$ cat config.mk
export PLATFORM = sky130hd
export DESIGN_NAME = ate_cell
export DESIGN_NICKNAME = d
export VERILOG_FILES = /design/src/design/ate_pkg.sv /design/src/design/ate_cell.sv
export SDC_FILE = /design/constraint.sdc
export NUM_CORES = 1
export LEC_CHECK = 0
export BUFFER_PORTS_ARGS = -buffer_cell sky130_fd_sc_hd__clkbuf_2
export CAP_MARGIN = 25
export CORE_UTILIZATION = 30
export DETAILED_ROUTE_END_ITERATION = 12
export MAX_ROUTING_LAYER = met4
export SYNTH_ARGS = -nofsm -noshare
export SYNTH_HDL_FRONTEND = slang
export SYNTH_SLANG_ARGS = --single-unit
$ cat constraint.sdc
create_clock -name clk_i -period 1.45 [get_ports clk_i]
set_clock_uncertainty 0.05 [all_clocks]
set_input_delay 0.29 -clock clk_i [delete_from_list [all_inputs] [get_ports clk_i]]
set_output_delay 0.29 -clock clk_i [all_outputs]
set_load 0.1 [all_outputs]
$ cat src/design/ate_pkg.sv
// Shared constants, the arctangent table and the smoothing function of the tilt estimator.
package ate_pkg;

  localparam int SampleWidthDef = 16;
  localparam int CordicStepsDef = 16;
  localparam int AngW = 15;
  localparam int ZW = 26;
  localparam int AlphaW = 9;
  localparam int CfgIdxW = 1;
  localparam int FracShift = 16;
  localparam int AngLimit = 11520;

  localparam logic [CfgIdxW-1:0] CfgAlpha = 1'b0;
  localparam logic [CfgIdxW-1:0] CfgSign = 1'b1;

  localparam logic [1:0] FilterKeep = 2'd0;
  localparam logic [1:0] FilterOff = 2'd1;
  localparam logic [1:0] FilterOn = 2'd2;
  localparam logic [1:0] FilterSpare = 2'd3;

  localparam logic [AlphaW-1:0] AlphaReset = 9'd51;
  localparam logic [AlphaW-1:0] AlphaMax = 9'd256;
  localparam logic [AlphaW-1:0] PitchWeight = 9'd230;

  // Arctangent of 2^-i in units of 2^-16 degree.
  function automatic logic signed [ZW-1:0] atan_entry(input int unsigned idx);
    logic signed [ZW-1:0] v;
    case (idx)
      0: v = 26'sd2949120;
      1: v = 26'sd1740967;
      2: v = 26'sd919879;
      3: v = 26'sd466945;
      4: v = 26'sd234379;
      5: v = 26'sd117304;
      6: v = 26'sd58666;
      7: v = 26'sd29335;
      8: v = 26'sd14668;
      9: v = 26'sd7334;
      10: v = 26'sd3667;
      11: v = 26'sd1833;
      12: v = 26'sd917;
      13: v = 26'sd458;
      14: v = 26'sd229;
      15: v = 26'sd115;
      16: v = 26'sd57;
      17: v = 26'sd29;
      18: v = 26'sd14;
      19: v = 26'sd7;
      20: v = 26'sd4;
      21: v = 26'sd2;
      22: v = 26'sd1;
      default: v = 26'sd0;
    endcase
    return v;
  endfunction

  // Weighted mix of a fresh and an old angle with Q1.8 weight w, rounded and floored.
  function automatic logic signed [AngW-1:0] blend(input logic signed [AngW-1:0] fresh,
                                                   input logic signed [AngW-1:0] old,
                                                   input logic [AlphaW-1:0] w);
    logic signed [AlphaW:0] wn;
    logic signed [AlphaW:0] wo;
    logic signed [AngW+AlphaW+1:0] acc;
    wn = $signed({1'b0, w});
    wo = 10'sd256 - wn;
    acc = fresh * wn + old * wo + 26'sd128;
    return acc[AngW+7:8];
  endfunction

endpackage

$ cat src/design/ate_cell.sv
// One vectoring rotation step for the pitch and roll lanes, registered toward the next cell.
module ate_cell #(
  parameter int XW = 27,
  parameter int STEP = 0
) (
  input  logic                           clk_i,
  input  logic                           rst_ni,
  input  logic                           valid_i,
  input  logic signed [XW-1:0]           x_i [2],
  input  logic signed [XW-1:0]           y_i [2],
  input  logic signed [ate_pkg::ZW-1:0]  z_i [2],
  output logic                           valid_o,
  output logic signed [XW-1:0]           x_o [2],
  output logic signed [XW-1:0]           y_o [2],
  output logic signed [ate_pkg::ZW-1:0]  z_o [2]
);
  localparam logic signed [ate_pkg::ZW-1:0] Ang = ate_pkg::atan_entry(STEP);

  logic valid_q;
  logic signed [XW-1:0] x_q [2];
  logic signed [XW-1:0] y_q [2];
  logic signed [ate_pkg::ZW-1:0] z_q [2];

  always_ff @(posedge clk_i or negedge rst_ni) begin
    if (!rst_ni) begin
      valid_q <= 1'b0;
    end else begin
      valid_q <= valid_i;
    end
  end

  always_ff @(posedge clk_i) begin
    for (int l = 0; l < 2; l++) begin
      if (!y_i[l][XW-1]) begin
        x_q[l] <= x_i[l] + (y_i[l] >>> STEP);
        y_q[l] <= y_i[l] - (x_i[l] >>> STEP);
        z_q[l] <= z_i[l] + Ang;
      end else begin
        x_q[l] <= x_i[l] - (y_i[l] >>> STEP);
        y_q[l] <= y_i[l] + (x_i[l] >>> STEP);
        z_q[l] <= z_i[l] - Ang;
      end
    end
  end

  assign valid_o = valid_q;
  assign x_o = x_q;
  assign y_o = y_q;
  assign z_o = z_q;
endmodule

==> results.txt <==
----------------------------------------------------
[Synthesis]
  Yosys warns ... 0
  Top FF cell, synth ... sky130_fd_sc_hd__dfxtp_1
  Share of async-settable or async-resettable flops after synthesis ... 0.629%
  Avg Synthesized Cell Area ... 8.07 um^2
  Register bit count reported by yosys ... 159
  Proportion of synthesized chip area in sequential cells ... 25.2%
  Number of enable-type register cells in the synthesized netlist ... 0
  Synthesized area ... 0.0127 mm^2
  Yosys top cell by area ... sky130_fd_sc_hd__dfxtp_1
  Area share of the leading cell type in the synthesized netlist ... 25.0%
  Biggest area contributors in the synthesized netlist ... sky130_fd_sc_hd__dfxtp_1 25%, sky130_fd_sc_hd__ha_1 17%, sky130_fd_sc_hd__xnor2_1 6.8%
  Syn_nets ... 1914
  List of most frequent post-synthesis cells ... 173 x sky130_fd_sc_hd__inv_1, 172 x sky130_fd_sc_hd__ha_1, 170 x sky130_fd_sc_hd__a21oi_1
  Most frequent cell after synthesis ... sky130_fd_sc_hd__inv_1
  Number of unique standard cell types used by synthesis ... 85
  Synthesized instance count ... 1571

[Final layout]
  Share of final-layout standard cells stronger than drive strength 1 ... 50.9%
  Final core occ ... 57.8%
  Final cell count without fillers ... 2981
  Area of all placed cells without fillers ... 0.0239 mm^2
  Layout Nets ... 2779
  Layout fillers ... 3558
  Area growth from synthesis to layout ... 88.2%

[Route]
  Detailed Route WL ... 51.9 mm
  Total DRC errors in the routed layout ... 0
  Vias per inst ... 4.93
  1st-pass router iterations ... 5
  Final routed wire length divided by cell count ... 17.4 um
  Post-route antenna net violation count ... 0
  Routed vias ... 14700
  Initial detailed-routing violation count ... 647

[Die]
  Overall die width ... 208 um
  Die footprint ... 0.0431 mm^2
  Number of core rows ... 74
  Ports ... 324
  Die span in y ... 208 um
  Starting Density ... 30.7%
  Floorplan core area ... 0.0413 mm^2

[CTS]
  Clock tree from TritonCTS ... done
  Max H-tree Level ... 4
  Number of buffers between clock root and the deepest sink ... 2
  Number of buffers inserted during clock tree synthesis ... 17
  Clock edge transition at the registers on the reported setup and hold paths ... 0.07 ns
  CTS Sinks ... 159
  Root buffer cell ... sky130_fd_sc_hd__clkbuf_16

[Outcome]
  Failing checks ... negative setup slack
  Status ... finished with violations

[Power]
  Clock group share of total power ... 17.8%
  Worst vdd ir ... 0.00118 V
  Pleak ... 11.4 nW
  Switching part of the total power ... 48.0%
  Combinational share of power ... 61.1%
  Net switching power of the design ... 13.4 mW
  Int Power ... 14.4 mW
  Pwr Density ... 1170 mW/mm^2
  Part of the power in registers ... 21.1%

[Place]
  Cells after DPL ... 2861
  Post-DP HPWL ... 40.1 mm
  Gp weighted congestion ... 0.936
  Cell area reported after detailed placement ... 0.0203 mm^2
  Port Buffer Count ... 323

[Timing]
  Max-slew headroom ... 52.7%
  Slew @ Worst Pin ... 0.701 ns
  Final clock period utilization by the worst path ... 172%
  Setup-violating endpoint count in the final report ... 90
  Final critical-path setup slack ... -1.05 ns
  Final hold violation count ... 0
  Total count of max-transition violations in the final report ... 0
  Minimum period implied by the final worst setup slack ... 2.50 ns
  Maximum achievable frequency ... 0.401 GHz
  Unrepaired setup endpoints after global routing ... true

[GRT]
  Congestion Overflow GR ... 0
  Wire length of the first global-routing pass ... 79.6 mm
  Antenna violations before repair ... 1
  Vias in the first global route ... 15100
  All-Layer GR Usage ... 24.3%
  Pin count of the biggest net entering global routing ... 37

[Setup path]
  Critical path arrival ... 2.81 ns
  Required time of the critical path ... 1.77 ns
  Critical Path Sink Type ... flop
  Critical path type ... input port to flop
  Max FO, Critical Path ... 4
  CP startpoint kind ... input port

[Worst hold path]
  Worst hold path class ... input port to flop

[Job]
  Maximum Capacitance Violations ... 0

----------------------------------------------------
==> worst max-delay path, cell delays in order <==
cell	delay, ns
sky130_fd_sc_hd__clkbuf_16	0.13
sky130_fd_sc_hd__ha_4	0.16
sky130_fd_sc_hd__fa_2	0.33
sky130_fd_sc_hd__nor2b_4	0.15
sky130_fd_sc_hd__o311ai_4	0.36
sky130_fd_sc_hd__a221oi_4	0.13
sky130_fd_sc_hd__a311oi_2	0.22
sky130_fd_sc_hd__buf_4	0.20
sky130_fd_sc_hd__o31ai_4	0.08
sky130_fd_sc_hd__a21o_4	0.28
sky130_fd_sc_hd__buf_6	0.12
sky130_fd_sc_hd__a21oi_2	0.12
sky130_fd_sc_hd__o22ai_2	0.10
sky130_fd_sc_hd__xor2_1	0.14
==> layout make-up <==
cell class	instances	area (um^2)	area share (%)
Antenna cell	1	2.50	0.0105
Inverter	180	731	3.06
Clock inverter	14	194	0.813
Sequential cell	159	3200	13.4
Multi-Input combinational cell	1161	10400	43.8
Clock buffer	17	425	1.78
Timing Repair Buffer	917	8190	34.3
Tap cell	532	666	2.79
==> flip-flops by register name, summed over array words and instances, names as in the netlist <==
signal / cells
x_o: 54
z_o: 52
y_o: 52
valid_o: 1
==> power by group through the flow <==
stage                     Sequential, mW  Clock (mW)  Combinational [mW]
after CTS                           5.86        5.13                16.4
final                               5.86        4.95                17.0
after floorplan                     11.8           0                3.58
after global placement              5.86           0                15.2
after detailed placement            5.86           0                15.3
after global routing                5.93        5.26                17.7
==> metal layers <==
metal | vias to the layer above | wire length, um | global-route usage (%)
li1 | 7183 | - | -
met1 | 6985 | 20900 | 26.0
met2 | 428 | 27100 | 44.5
met3 | 98 | 2240 | 4.01
met4 | 0 | 1600 | 9.01
met5 | - | 0 | -
==> metrics by stage <==
stage / hold WS [ns] / total power [mW] / setup WS [ns] / setup TNS, ns
after detailed placement: 0.0170 / 21.2 / -1.57 / -113.29
final: 0.0543 / 27.8 / -1.05 / -55.53
after floorplan: -0.0556 / 15.4 / -1.15 / -67.88
after global routing: 0.0445 / 28.8 / -1.13 / -61.11
after global placement: 0.0151 / 21.1 / -1.55 / -111.06
after CTS: 0.0191 / 27.4 / -0.965 / -49.91
==> worst paths after layout <==
check                        start  endpoint  slack, ns  cells after the start
max in group asynchronous   rst_ni   valid_o       1.18                      2
worst min-delay path       y_i[27]   x_o[27]       0.05                      3
worst max-delay path        x_i[0]   x_o[26]      -1.05                     14
min in group asynchronous   rst_ni   valid_o       0.08                      2
==> cell usage in the layout (no fill, tap or decap), types with 10 or more instances in the layout <==
cell	synthesis	final
sky130_fd_sc_hd__xor2_1	19	18
sky130_fd_sc_hd__o21bai_1	41	37
sky130_fd_sc_hd__nand4_1	10	10
sky130_fd_sc_hd__a21oi_2	1	57
sky130_fd_sc_hd__dfxtp_1	158	149
sky130_fd_sc_hd__nor2b_1	19	10
sky130_fd_sc_hd__xnor2_2	0	18
sky130_fd_sc_hd__a21o_1	35	35
sky130_fd_sc_hd__clkbuf_2	1	142
sky130_fd_sc_hd__o211ai_1	17	17
sky130_fd_sc_hd__o21a_1	17	15
sky130_fd_sc_hd__clkbuf_16	0	22
sky130_fd_sc_hd__nand2_2	0	10
sky130_fd_sc_hd__nor3_1	26	21
sky130_fd_sc_hd__nor4_1	14	10
sky130_fd_sc_hd__nand3_1	19	14
sky130_fd_sc_hd__buf_12	0	72
sky130_fd_sc_hd__xnor2_1	98	80
sky130_fd_sc_hd__a21oi_1	170	107
sky130_fd_sc_hd__nor2_1	119	104
sky130_fd_sc_hd__buf_4	5	515
sky130_fd_sc_hd__o21ai_2	2	22
sky130_fd_sc_hd__o21ai_0	105	57
sky130_fd_sc_hd__buf_6	2	132
sky130_fd_sc_hd__nand2_1	69	56
sky130_fd_sc_hd__dlygate4sd3_1	0	38
sky130_fd_sc_hd__ha_1	172	129
sky130_fd_sc_hd__ha_4	0	34
sky130_fd_sc_hd__nand2b_1	13	11
sky130_fd_sc_hd__inv_1	173	155
sky130_fd_sc_hd__mux2i_1	19	15
sky130_fd_sc_hd__o21ai_1	3	23
==> cells by family after synthesis <==
| group | after synthesis | synth area share (%) |
|---|---|---|
| flops | 159 | 25.2 |
| simple gates | 333 | 12.8 |
| fa+ha+maj | 180 | 18.2 |
| buf+inv | 251 | 7.86 |
| xor+xnor | 117 | 8.08 |
| mux | 19 | 1.50 |
| compound gates | 512 | 26.4 |
==> what timing repair did <==
| action | 4_1_cts | 5_1_grt |
|---|---|---|
| endpoints found under the hold margin | 40 | 0 |
| resized for setup | 322 | 170 |
| setup buffers | 35 | 30 |
| endpoints found under the setup margin | 181 | 99 |
| pin swaps | 142 | 122 |
| hold buffers | 38 | 0 |
Power figures use the tool's default switching activity.
