<file path="config.mk">
export PLATFORM = sky130hd
export DESIGN_NAME = ate_sqrt
export DESIGN_NICKNAME = d
export VERILOG_FILES = /design/src/design/ate_sqrt.sv
export SDC_FILE = /design/constraint.sdc
export NUM_CORES = 1
export LEC_CHECK = 0
export BUFFER_PORTS_ARGS = -buffer_cell sky130_fd_sc_hd__buf_2
export CAP_MARGIN = 20
export CORE_ASPECT_RATIO = 0.75
export CORE_UTILIZATION = 63
export DETAILED_ROUTE_END_ITERATION = 8
export GPL_ROUTABILITY_DRIVEN = 0
export PLACE_DENSITY = 0.83
export SLEW_MARGIN = 0
export SYNTH_ARGS = -nofsm -noshare
export SYNTH_HDL_FRONTEND = slang
export SYNTH_SLANG_ARGS = --single-unit
</file>
<file path="constraint.sdc">
create_clock -name clk_i -period 6.75 [get_ports clk_i]
set_input_delay 0.3375 -clock clk_i [delete_from_list [all_inputs] [get_ports clk_i]]
set_output_delay 0.3375 -clock clk_i [all_outputs]
set_load 0.005 [all_outputs]
</file>
<file path="src/design/ate_sqrt.sv">
// Iterative floor square root that settles one result bit from each two bits of the operand.
module ate_sqrt #(
  parameter int OPW = 48
) (
  input  logic                 clk_i,
  input  logic                 rst_ni,
  input  logic                 start_i,
  input  logic [OPW-1:0]       op_i,
  output logic                 done_o,
  output logic [OPW/2-1:0]     root_o
);
  localparam int RW = OPW / 2;
  localparam int CW = $clog2(RW + 1);

  logic [OPW-1:0] op_q, op_d;
  logic [RW+1:0] rem_q, rem_d;
  logic [RW-1:0] root_q, root_d;
  logic [CW-1:0] cnt_q, cnt_d;
  logic busy_q, busy_d;
  logic done_q, done_d;
  logic [RW+3:0] cat;
  logic [RW+3:0] trial;
  logic ge;

  assign cat = {rem_q, op_q[OPW-1:OPW-2]};
  assign trial = {2'b00, root_q, 2'b01};
  assign ge = cat >= trial;

  always_comb begin
    op_d = op_q;
    rem_d = rem_q;
    root_d = root_q;
    cnt_d = cnt_q;
    busy_d = busy_q;
    done_d = 1'b0;
    if (start_i) begin
      op_d = op_i;
      rem_d = '0;
      root_d = '0;
      cnt_d = CW'(RW);
      busy_d = 1'b1;
    end else if (busy_q) begin
      op_d = {op_q[OPW-3:0], 2'b00};
      rem_d = ge ? (RW+2)'(cat - trial) : (RW+2)'(cat);
      root_d = {root_q[RW-2:0], ge};
      cnt_d = cnt_q - 1'b1;
      if (cnt_q == CW'(1)) begin
        busy_d = 1'b0;
        done_d = 1'b1;
      end
    end
  end

  always_ff @(posedge clk_i or negedge rst_ni) begin
    if (!rst_ni) begin
      busy_q <= 1'b0;
      done_q <= 1'b0;
      cnt_q <= '0;
    end else begin
      busy_q <= busy_d;
      done_q <= done_d;
      cnt_q <= cnt_d;
    end
  end

  always_ff @(posedge clk_i) begin
    op_q <= op_d;
    rem_q <= rem_d;
    root_q <= root_d;
  end

  assign done_o = done_q;
  assign root_o = root_q;
endmodule

</file>
==> results of run 1 <==
[kinds of logic after synthesis]
group,Yosys count
xor+xnor,22
buf+inv,60
flops,105
mux,79
fa+ha+maj,28
simple gates,154
compound gates,119
[worst max-delay path, delay by kind of cell, from the launching register on]
family,cells,cell delay [ps]
flops,1,370
buf+inv,1,60
simple gates,4,890
fa+ha+maj,1,400
compound gates,4,1270
[state kept, by name, summed over array words and instances (netlist names)]
register  flops
busy_q        1
cnt_q         5
root_o       24
done_o        1
op_q         48
rem_q        26
[path summary, 6_finish.rpt]
check	from	endpoint	slack (ps)	depth (start not counted)
min in group asynchronous	rst_ni	cnt_q[0]$_DFFE_PN0P_	340	2
hold / removal	op_i[0]	op_q[0]$_SDFFCE_PN0P_	270	2
hold reg to reg	rem_q[0]$_SDFFE_PP0P_	rem_q[0]$_SDFFE_PP0P_	480	2
max in group asynchronous	rst_ni	busy_q$_DFF_PN0_	6230	2
setup / recovery	root_o[20]$_SDFFE_PP0P_	rem_q[14]$_SDFFE_PP0P_	3650	10
setup reg to reg	root_o[20]$_SDFFE_PP0P_	rem_q[14]$_SDFFE_PP0P_	3650	10
[metal layers]
metal	vias to the layer above	track usage [%]
met1	2103	38.5
met2	151	41.9
met5	-	0
met4	0	9.09
li1	2192	-
met3	15	6.14
[Yosys cell counts (5+ instances only)]
library cell,count,share of area [%]
a211oi_1,8,1.0
a21o_1,7,0.90
a21oi_1,25,2.1
a311oi_1,6,0.90
a311oi_2,5,1.3
buf_1,5,0.32
clkbuf_1,16,1.0
dfrtp_1,7,3.0
dfxtp_1,50,17
edfxtp_1,48,25
ha_1,28,6.0
inv_1,34,2.2
mux2_2,47,9.1
mux2i_1,32,5.5
nand2_1,40,2.6
nand2b_1,5,0.54
nand3_1,7,0.60
nor2_1,61,3.9
nor3_1,7,0.60
nor4_1,5,0.54
o211ai_1,5,0.64
o21a_1,9,1.2
o21ai_0,11,0.94
o21ai_1,14,1.2
xnor2_1,16,2.4
xor2_1,6,0.90
[through the flow]
step	area, µm²	cells	hold WS (ps)
4_1_cts	6530	744	262
6_report	6530	744	269
2_1_floorplan	5830	567	41.9
3_5_place_dp	6240	727	177
5_1_grt	6530	744	281
3_3_place_gp	6240	727	175
[layout make-up]
cell class | instances | area share (%)
clock buffers | 9 | 3.45
clock inverters | 7 | 0.786
inverters | 34 | 1.96
multi-input cells | 402 | 45.3
flip-flops and latches | 105 | 40.1
well taps | 108 | 2.07
repair buffers | 79 | 6.29
[repair_timing]
action | in CTS | in global routing
hold endpoints to repair | 7 | 0
endpoints found under the setup margin | 0 | 0
hold buffers | 1 | 0
[power by group through the flow]
stage | logic (µW) | clock network [µW] | registers (µW)
floorplan | 1120 | 0 | 834
global placement | 1310 | 0 | 852
detailed placement | 1350 | 0 | 857
CTS | 1360 | 499 | 845
global route | 1530 | 527 | 857
finish | 1380 | 494 | 847
==> summary.txt, run 1 <==
Run status
  – Outcome: complete, no violations

Layout
  – Total area of sequential cells: ~2600 µm²
  – Final Util: 74.9%
  – Area Overhead vs Synth: 12.0%
  – Final #Nets: 710
  – Commonest non-fill, non-tap cell in the layout: buf_2
  – Antenna Cells: 0
  – Most frequent cells in the layout: buf_2 (74), nor2_1 (61), dfxtp_1 (50), edfxtp_1 (48), mux2_2 (47)
  – Area of the multi-input gates: between 2000 and 3000 µm²
  – Fill cell count: 628
  – Layout cells sized above 1: between 20% and 30%

Worst setup path
  – CP Cell Sequence: inv_1, ha_1, and2_4, a311o_1, a21oi_2, nor2_1, a311o_1, nor2_4, nand2_1, a311oi_1
  – Crit path max-delay cell type: nor2_4
  – Critical path required time: 7000 ps
  – Worst-path fanout max: 19
  – CP Capture Type: flop
  – CP peak stage delay: 490 ps
  – Crit path kind: flop to flop
  – Most used cell along the critical path: a311o_1
  – Crit start category: flop
  – Worst Path Arrival: 3350 ps

Routing
  – DRT met1 WL: approximately 6000 µm
  – Vias per inst: 6.00
  – Drt pass-1 iters: 5
  – Initial DRC count: 250
  – Via count: ~4500
  – Total Wirelength: 12400 µm
  – Max layer used: met4
  – Routed wl met2: 5630 µm
  – Routed wire per std cell: 16.6 µm
  – Detail Route Antenna Nets: 0
  – WL met3: roughly 700 µm
  – DRC: 0

Yosys
  – Mapped Avg Cell Area: 10.3 µm²
  – Synth Area in Compound Gates: between 10% and 20%
  – Syn Nets: 646
  – Area share of fa/ha/maj cells after synthesis: 6.01%
  – Predominant post-synthesis flop cell: dfxtp_1
  – Synth Instances: 567
  – Count of cell types in the netlist: 60
  – Post-synth EDFFs: between 40 and 50
  – Seq cells post-synth: 105
  – Async S/R FF share, synth: under 10%
  – Netlist Area Pre-Place: 5830 µm²
  – Mux share of post-synthesis cell area: 14.6%
  – Simple-gate area share of the yosys netlist: around 12%
  – Sequential-to-total area share from yosys stat: 44.9%
  – Yosys warns: 0
  – Xor-xnor portion of the synthesized cell area: 3.31%
  – Combinational family with the most area after synthesis: multiplexers

Floorplan
  – Starting Density: approximately 67%
  – I/O pin count: 76
  – Core ar.: between 8000 and 9000 µm²
  – Die area: 9640 µm²
  – Site Rows: 29
  – Die Y: ~85 µm
  – Chip Width: 113 µm

Pwr
  – Switch Pwr: ~1100 µW
  – Switching portion of total power: 39.9%
  – Cell Int Power: 1640 µW
  – Total power: about 2700 µW
  – Seq pwr share: a little under a third
  – Leak pwr: 0.00286 µW
  – Clk pwr share: 18.1%
  – P per Cell Area: 417 nW/µm²
  – Combinational share of power: 50.8%
  – Peak supply drop: 0.233 mV

Timing
  – Worst Skew: 6.72 ps
  – RSZ-0062 raised after global routing: false
  – Slew @ Worst Pin: 874 ps
  – Rel. slew slack: 41.7%
  – Setup violators final: 0
  – Setup TNS: 0 ps
  – Final Cycle Share: between 40% and 50%
  – Fin. Hold Viols: 0
  – Achievable frequency: roughly 320 MHz
  – Setup slack after layout: 3650 ps
  – Minimum clock period: 3100 ps
  – Final Max Tran Viols: 0

CTS
  – CTS tree: built
  – CTS buffer count: 9
  – # clock sinks: 105
  – Worst skew pair latency: about 350 ps
  – Clock Pin Slew Worst Setup and Hold Paths: 70 ps
  – CTS H-tree lvls: 3
  – Clock tree root buffer cell: clkbuf_16
  – CTS max path bufs: 2
  – Setup bufs post-CTS: 0
  – # resized after CTS: 0

GRT
  – Remaining Overflow, GRT: 0
  – Global-route wire length before repair: approximately 21000 µm
  – Largest net degree at the start of global routing: 69
  – Initial antenna violation count: 0
  – Vias in the first global route: 4335
  – Overall Global Routing Usage: 27.3%

Place
  – DP HPWL: about 8500 µm
  – Worst slack, placed: 3700 ps
  – Port bufs: 75

Hold path
  – Worst min-delay path category: input pin to flop

Run
  – Max-cap violations: 0
(Power assumes the default switching activity.)
==> inputs of run 2 (changes only) <==
Settings changed: CORE_UTILIZATION 63 to 58, PLACE_DENSITY 0.83 to 0.77.
Clock period 6.75 ns to 3.25 ns, I/O delays scaled along.
==> summary.txt, run 2 (synthesis gave the netlist of run 1 again) <==
Routing
  – Routed wire per std cell: 16.3 µm (-2.0%)
  – Total Wirelength: 12600 µm (+1.8%)
  – Drt pass-1 iters: 5 (unchanged)
  – Detail Route Antenna Nets: 0 (unchanged)
  – DRC: 0 (unchanged)
  – Vias per inst: 5.80 (-3.3%)
  – Via count: 4480 (+0.43%)
  – Initial DRC count: 310 (+24%)

Run
  – Max-cap violations: 0 (unchanged)

Floorplan
  – Die area: 10500 µm² (+8.4%)
  – I/O pin count: 76 (unchanged)
  – Site Rows: 31 (+6.9%)
  – Chip Width: 118 µm (+4.1%)
  – Starting Density: 60.1% (-6.8 points)
  – Core ar.: 9700 µm² (+11%)
  – Die Y: 88.8 µm (+4.1%)

GRT
  – Global-route wire length before repair: 20300 µm (-2.8%)
  – Remaining Overflow, GRT: 0 (unchanged)
  – Largest net degree at the start of global routing: 71 (+2.9%)
  – Initial antenna violation count: 0 (unchanged)
  – Overall Global Routing Usage: 24.4% (-2.9 points)
  – Vias in the first global route: 4094 (-5.6%)

Pwr
  – Switching portion of total power: 39.9% (about the same)
  – Seq pwr share: 30.4% (-0.7 points)
  – Peak supply drop: 0.442 mV (+89%)
  – Leak pwr: 0.00289 µW (+1.0%)
  – Total power: 5780 µW (+110%)
  – Clk pwr share: 17.7% (-0.4 points)
  – Combinational share of power: 51.9% (+1.1 points)
  – P per Cell Area: 875 nW/µm² (+110%)
  – Switch Pwr: 2310 µW (+110%)
  – Cell Int Power: 3480 µW (+110%)

Worst setup path
  – Worst Path Arrival: 3340 ps (about the same)
  – CP Cell Sequence: inv_1, ha_1, and2_4, a311o_1, a21oi_2, nor2_1, a311oi_2, nand2_4, mux2i_1, a211oi_1
  – CP peak stage delay: 500 ps (about the same)
  – Crit path kind: flop to flop
  – Worst-path fanout max: 18 (-1)
  – Crit path max-delay cell type: a311oi_2
  – Crit start category: flop
  – Critical path required time: 3510 ps (-3490 ps)
  – CP Capture Type: flop

Layout
  – Most flops, register: op_q
  – Non-Filler Instances: 773 (+3.9%)
  – Layout cells sized above 1: 24.6% (+0.44 points)
  – Largest register FFs: 48 (unchanged)
  – Final Util: 68.2% (-6.7 points)
  – Most frequent cells in the layout: buf_2 (74), nor2_1 (61), dfxtp_1 (50), edfxtp_1 (48), mux2_2 (47)
  – Final #Nets: 715 (+0.70%)
  – Area Overhead vs Synth: 13.5%
  – Commonest non-fill, non-tap cell in the layout: buf_2
  – Fill cell count: 783 (+25%)
  – Antenna Cells: 0 (unchanged)

Timing
  – Setup violators final: 0 (unchanged)
  – Final Max Tran Viols: 0 (unchanged)
  – Achievable frequency: 325 MHz (+0.71%)
  – Setup TNS: 0 ps (unchanged)
  – RSZ-0062 raised after global routing: false
  – Fin. Hold Viols: 0 (unchanged)
  – Minimum clock period: 3080 ps (-21.7 ps)
  – Worst Skew: 7.18 ps (+0.457 ps)
  – Final Cycle Share: 94.7% (+49 points)
  – Rel. slew slack: 44.2% (+2.5 points)
  – Slew @ Worst Pin: 836 ps (-38.0 ps)

CTS
  – CTS H-tree lvls: 3 (unchanged)
  – # resized after CTS: 0 (unchanged)
  – CTS max path bufs: 2 (unchanged)
  – Clock tree root buffer cell: clkbuf_16
  – # clock sinks: 105 (unchanged)
  – CTS tree: built
  – Worst skew pair latency: 360 ps (about the same)
  – Clock Pin Slew Worst Setup and Hold Paths: 70 ps (about the same)
  – CTS buffer count: 9 (unchanged)

Run status
  – Outcome: complete, no violations

Place
  – DP HPWL: 8560 µm (+0.76%)
  – Placed cells: 753 (+3.6%)
  – Port bufs: 75 (unchanged)

Hold path
  – Worst min-delay path category: input pin to flop
==> run 2: changes by cell type in the layout (fill, tap and decap cells not counted), sizes merged <==
cell      before  now
buf           78   83
clkinvlp       1    2
inv           36   35
==> run 2: timing repair <==
action,4_1_cts,5_1_grt
buffers inserted,0,3
hold buffers,1,0
hold endpoints to repair,7,0
endpoints found under the setup margin,0,6
==> run 2: final cells by class <==
type	count	area (µm²)	area share, %
multi-input cells	402	2960	44.7
flip-flops and latches	105	2620	39.6
repair buffers	84	473	7.15
clock buffers	9	225	3.41
well taps	132	165	2.50
inverters	34	128	1.93
clock inverters	7	45.0	0.681
==> run 2: metal layers <==
layer,GRT usage (%),vias to the layer above,wire (µm)
met5,0,-,0
met4,8.74,0,199
met3,5.09,20,765
met2,35.9,159,5550
met1,35.6,2100,6070
li1,-,2201,-
==> run 2: path summary, 6_finish.rpt <==
path | start | to | slack [ps] | depth (start not counted)
setup / recovery | root_o[20]$_SDFFE_PP0P_ | rem_q[4]$_SDFFE_PP0P_ | 170 | 10
hold / removal | op_i[0] | op_q[0]$_SDFFCE_PN0P_ | 80 | 2
setup reg to reg | root_o[20]$_SDFFE_PP0P_ | rem_q[4]$_SDFFE_PP0P_ | 170 | 10
hold reg to reg | rem_q[24]$_SDFFE_PP0P_ | rem_q[24]$_SDFFE_PP0P_ | 480 | 2
max in group asynchronous | rst_ni | busy_q$_DFF_PN0_ | 2920 | 2
min in group asynchronous | rst_ni | cnt_q[0]$_DFFE_PN0P_ | 160 | 2
==> run 2: power by group through the flow <==
stage               sequential [µW]  combinational [µW]  clock [µW]
finish                         1760                3000        1020
global route                   1780                3280        1090
CTS                            1750                2870        1040
detailed placement             1780                2830           0
global placement               1770                2740           0
floorplan                      1730                2320           0
==> run 2: critical path, delay by kind of cell (launching register included) <==
| kind | cells | cell delay [ps] |
|---|---|---|
| and+or+nand+nor | 3 | 630 |
| muxes | 1 | 200 |
| AOI/OAI and AO/OA | 4 | 1320 |
| adders and majority gates | 1 | 420 |
| DFF | 1 | 380 |
| buffers and inverters | 1 | 60 |
==> run 2: per-stage QoR <==
step / cell area, µm² / hold slack [ps] / setup slack, ps
2_1_floorplan: 5830 / -133 / 609
3_3_place_gp: 6300 / 0.704 / 289
3_5_place_dp: 6300 / 6.53 / 136
4_1_cts: 6580 / 82.6 / 72.7
5_1_grt: 6610 / 77.8 / 3.49
6_report: 6610 / 83.4 / 171
==> inputs of run 3 (changes only) <==
Settings changed: CORE_MARGIN from default to 1.5.
==> summary.txt, run 3 (synthesis gave the netlist of run 1 again) <==
Floorplan
  – I/O pin count: 76 (unchanged)
  – Die area: 10700 µm² (+2.0%)
  – Starting Density: 60.1% (unchanged)
  – Die Y: 89.8 µm (+1.1%)
  – Chip Width: 119 µm (+0.85%)
  – Core ar.: 9700 µm² (unchanged)
  – Site Rows: 31 (unchanged)

Worst setup path
  – Delay-heaviest family, CP: compound AO/OA/AOI/OAI gates
  – Crit path kind: flop to flop
  – Critical path required time: 3490 ps (-20 ps)
  – Worst Path Arrival: 3350 ps (about the same)
  – CP Capture Type: flop
  – Most used cell along the critical path: a311o_1
  – Worst path bufs/invs: 1 (unchanged)
  – Crit start category: flop
  – CP Cell Sequence: inv_1, ha_1, and2_4, a311o_1, a21oi_2, nor2_1, a311o_1, nor2_4, nand2_1, a311oi_1
  – Worst-path fanout max: 19 (+1)
  – CP peak stage delay: 490 ps (about the same)
  – Crit path max-delay cell type: nor2_4
  – R2R Setup Slk: 140 ps (-30 ps)

GRT
  – Vias in the first global route: 4247 (+3.7%)
  – Overall Global Routing Usage: 24.4% (about the same)
  – Global-route wire length before repair: 21200 µm (+4.6%)
  – Remaining Overflow, GRT: 0 (unchanged)
  – Initial antenna violation count: 0 (unchanged)
  – Largest net degree at the start of global routing: 68 (-4.2%)

Pwr
  – Cell Int Power: 3500 µW (+0.75%)
  – Switching portion of total power: 39.4% (-0.45 points)
  – P per Cell Area: 874 nW/µm² (about the same)
  – Combinational share of power: 50.0% (-1.9 points)
  – Peak supply drop: 0.430 mV (-2.6%)
  – Switch Pwr: 2280 µW (-1.1%)
  – Clk pwr share: 19.6% (+1.9 points)
  – Leak pwr: 0.00289 µW (about the same)
  – Seq pwr share: 30.4% (about the same)

Layout
  – Largest register FFs: 48 (unchanged)
  – Most frequent cells in the layout: buf_2 (74), nor2_1 (61), dfxtp_1 (50), edfxtp_1 (48), mux2_2 (47)
  – Area Overhead vs Synth: 13.6% (about the same)
  – Commonest non-fill, non-tap cell in the layout: buf_2
  – Most flops, register: op_q
  – Fill cell count: 784 (+0.13%)
  – Antenna Cells: 0 (unchanged)
  – Layout cells sized above 1: 24.6% (-0.041 points)
  – Final #Nets: 712 (-0.42%)
  – Design area: 6620 µm² (about the same)

Run status
  – Outcome: complete, no violations

Routing
  – Total Wirelength: 12600 µm (-0.25%)
  – DRT met1 WL: 6040 µm (-0.45%)
  – Max layer used: met4
  – Routed wl met2: 5760 µm (+3.7%)
  – Initial DRC count: 319 (+2.9%)
  – Vias per inst: 5.76 (-0.55%)
  – Detail Route Antenna Nets: 0 (unchanged)
  – Routed wire per std cell: 16.3 µm (+0.13%)
  – DRC: 0 (unchanged)
  – Drt pass-1 iters: 5 (unchanged)
  – WL met3: 639 µm (-16%)
  – Via count: 4438 (-0.94%)

CTS
  – CTS max path bufs: 2 (unchanged)
  – Worst skew pair latency: 350 ps (about the same)
  – Clock Pin Slew Worst Setup and Hold Paths: 70 ps (about the same)
  – CTS tree: built
  – CTS H-tree lvls: 3 (unchanged)
  – CTS buffer count: 9 (unchanged)
  – Clock tree root buffer cell: clkbuf_16
  – # resized after CTS: 0 (unchanged)
  – # clock sinks: 105 (unchanged)

Place
  – DP HPWL: 8780 µm (+2.5%)
  – Port bufs: 75 (unchanged)
  – Dpl cell area: 6300 µm² (unchanged)

Timing
  – Achievable frequency: 321 MHz (-1.0%)
  – Fin. Hold Viols: 0 (unchanged)
  – Setup TNS: 0 ps (unchanged)
  – Setup violators final: 0 (unchanged)
  – Rel. slew slack: 42.5% (-1.7 points)
  – Minimum clock period: 3110 ps (+31.3 ps)
  – Final Max Tran Viols: 0 (unchanged)
  – RSZ-0062 raised after global routing: false
  – Slew @ Worst Pin: 863 ps (+26.2 ps)
  – Worst Skew: 6.99 ps (-0.192 ps)
  – Final Cycle Share: 95.7% (+0.96 points)

Hold path
  – Worst min-delay path category: input pin to flop

Run
  – Max-cap violations: 0 (unchanged)
[run 3: power by group through the flow]
| stage | clock network (µW) | registers (µW) | logic, µW |
|---|---|---|---|
| after floorplan | 0 | 1730 | 2320 |
| after global placement | 0 | 1770 | 2740 |
| after detailed placement | 0 | 1780 | 2830 |
| after CTS | 1160 | 1760 | 2860 |
| after global routing | 1200 | 1780 | 3200 |
| final | 1130 | 1760 | 2890 |
[run 3: path summary, 6_finish.rpt]
kind | from | end | depth (start not counted)
setup reg to reg | root_o[20]$_SDFFE_PP0P_ | rem_q[9]$_SDFFE_PP0P_ | 10
setup / recovery | root_o[20]$_SDFFE_PP0P_ | rem_q[9]$_SDFFE_PP0P_ | 10
hold reg to reg | rem_q[12]$_SDFFE_PP0P_ | rem_q[12]$_SDFFE_PP0P_ | 2
min in group asynchronous | rst_ni | cnt_q[1]$_DFFE_PN0P_ | 2
max in group asynchronous | rst_ni | busy_q$_DFF_PN0_ | 2
hold / removal | op_i[0] | op_q[0]$_SDFFCE_PN0P_ | 2
[run 3: cell type report]
type | count | area, µm² | share of cell area (%)
inverters | 34 | 128 | 1.93
flip-flops and latches | 105 | 2620 | 39.6
clock buffers | 9 | 225 | 3.40
repair buffers | 81 | 438 | 6.62
well taps | 132 | 165 | 2.50
clock inverters | 7 | 85.1 | 1.29
multi-input cells | 402 | 2960 | 44.7
[run 3: per-stage QoR]
step | utilization [%] | setup WS [ps] | hold slack (ps) | std cells | power, µW
floorplan | - | 609 | -133 | 567 | 4050
global placement | 64.9 | 301 | 1.21 | 753 | 4510
detailed placement | 64.9 | 164 | 6.79 | 753 | 4610
CTS | 68.2 | 147 | 87.4 | 770 | 5770
global route | 68.2 | 15.0 | 92.9 | 770 | 6180
finish | 68.2 | 139 | 95.7 | 770 | 5780
[run 3: repair_timing]
action,4_1_cts,5_1_grt
endpoints found under the hold margin,7,0
buffers inserted,0,0
hold buffers,1,0
[run 3: worst reg2reg max path: cells and delay by family, from the launching register on]
kind	cells	cell delay [ps]
compound gates	4	1240
simple gates	4	930
buf+inv	1	60
fa+ha+maj	1	400
flops	1	380
[run 3: per-layer routing]
metal,vias to the layer above,track usage (%)
met5,-,0
met4,0,5.92
met3,10,4.51
met2,134,38.5
met1,2098,35.1
li1,2196,-
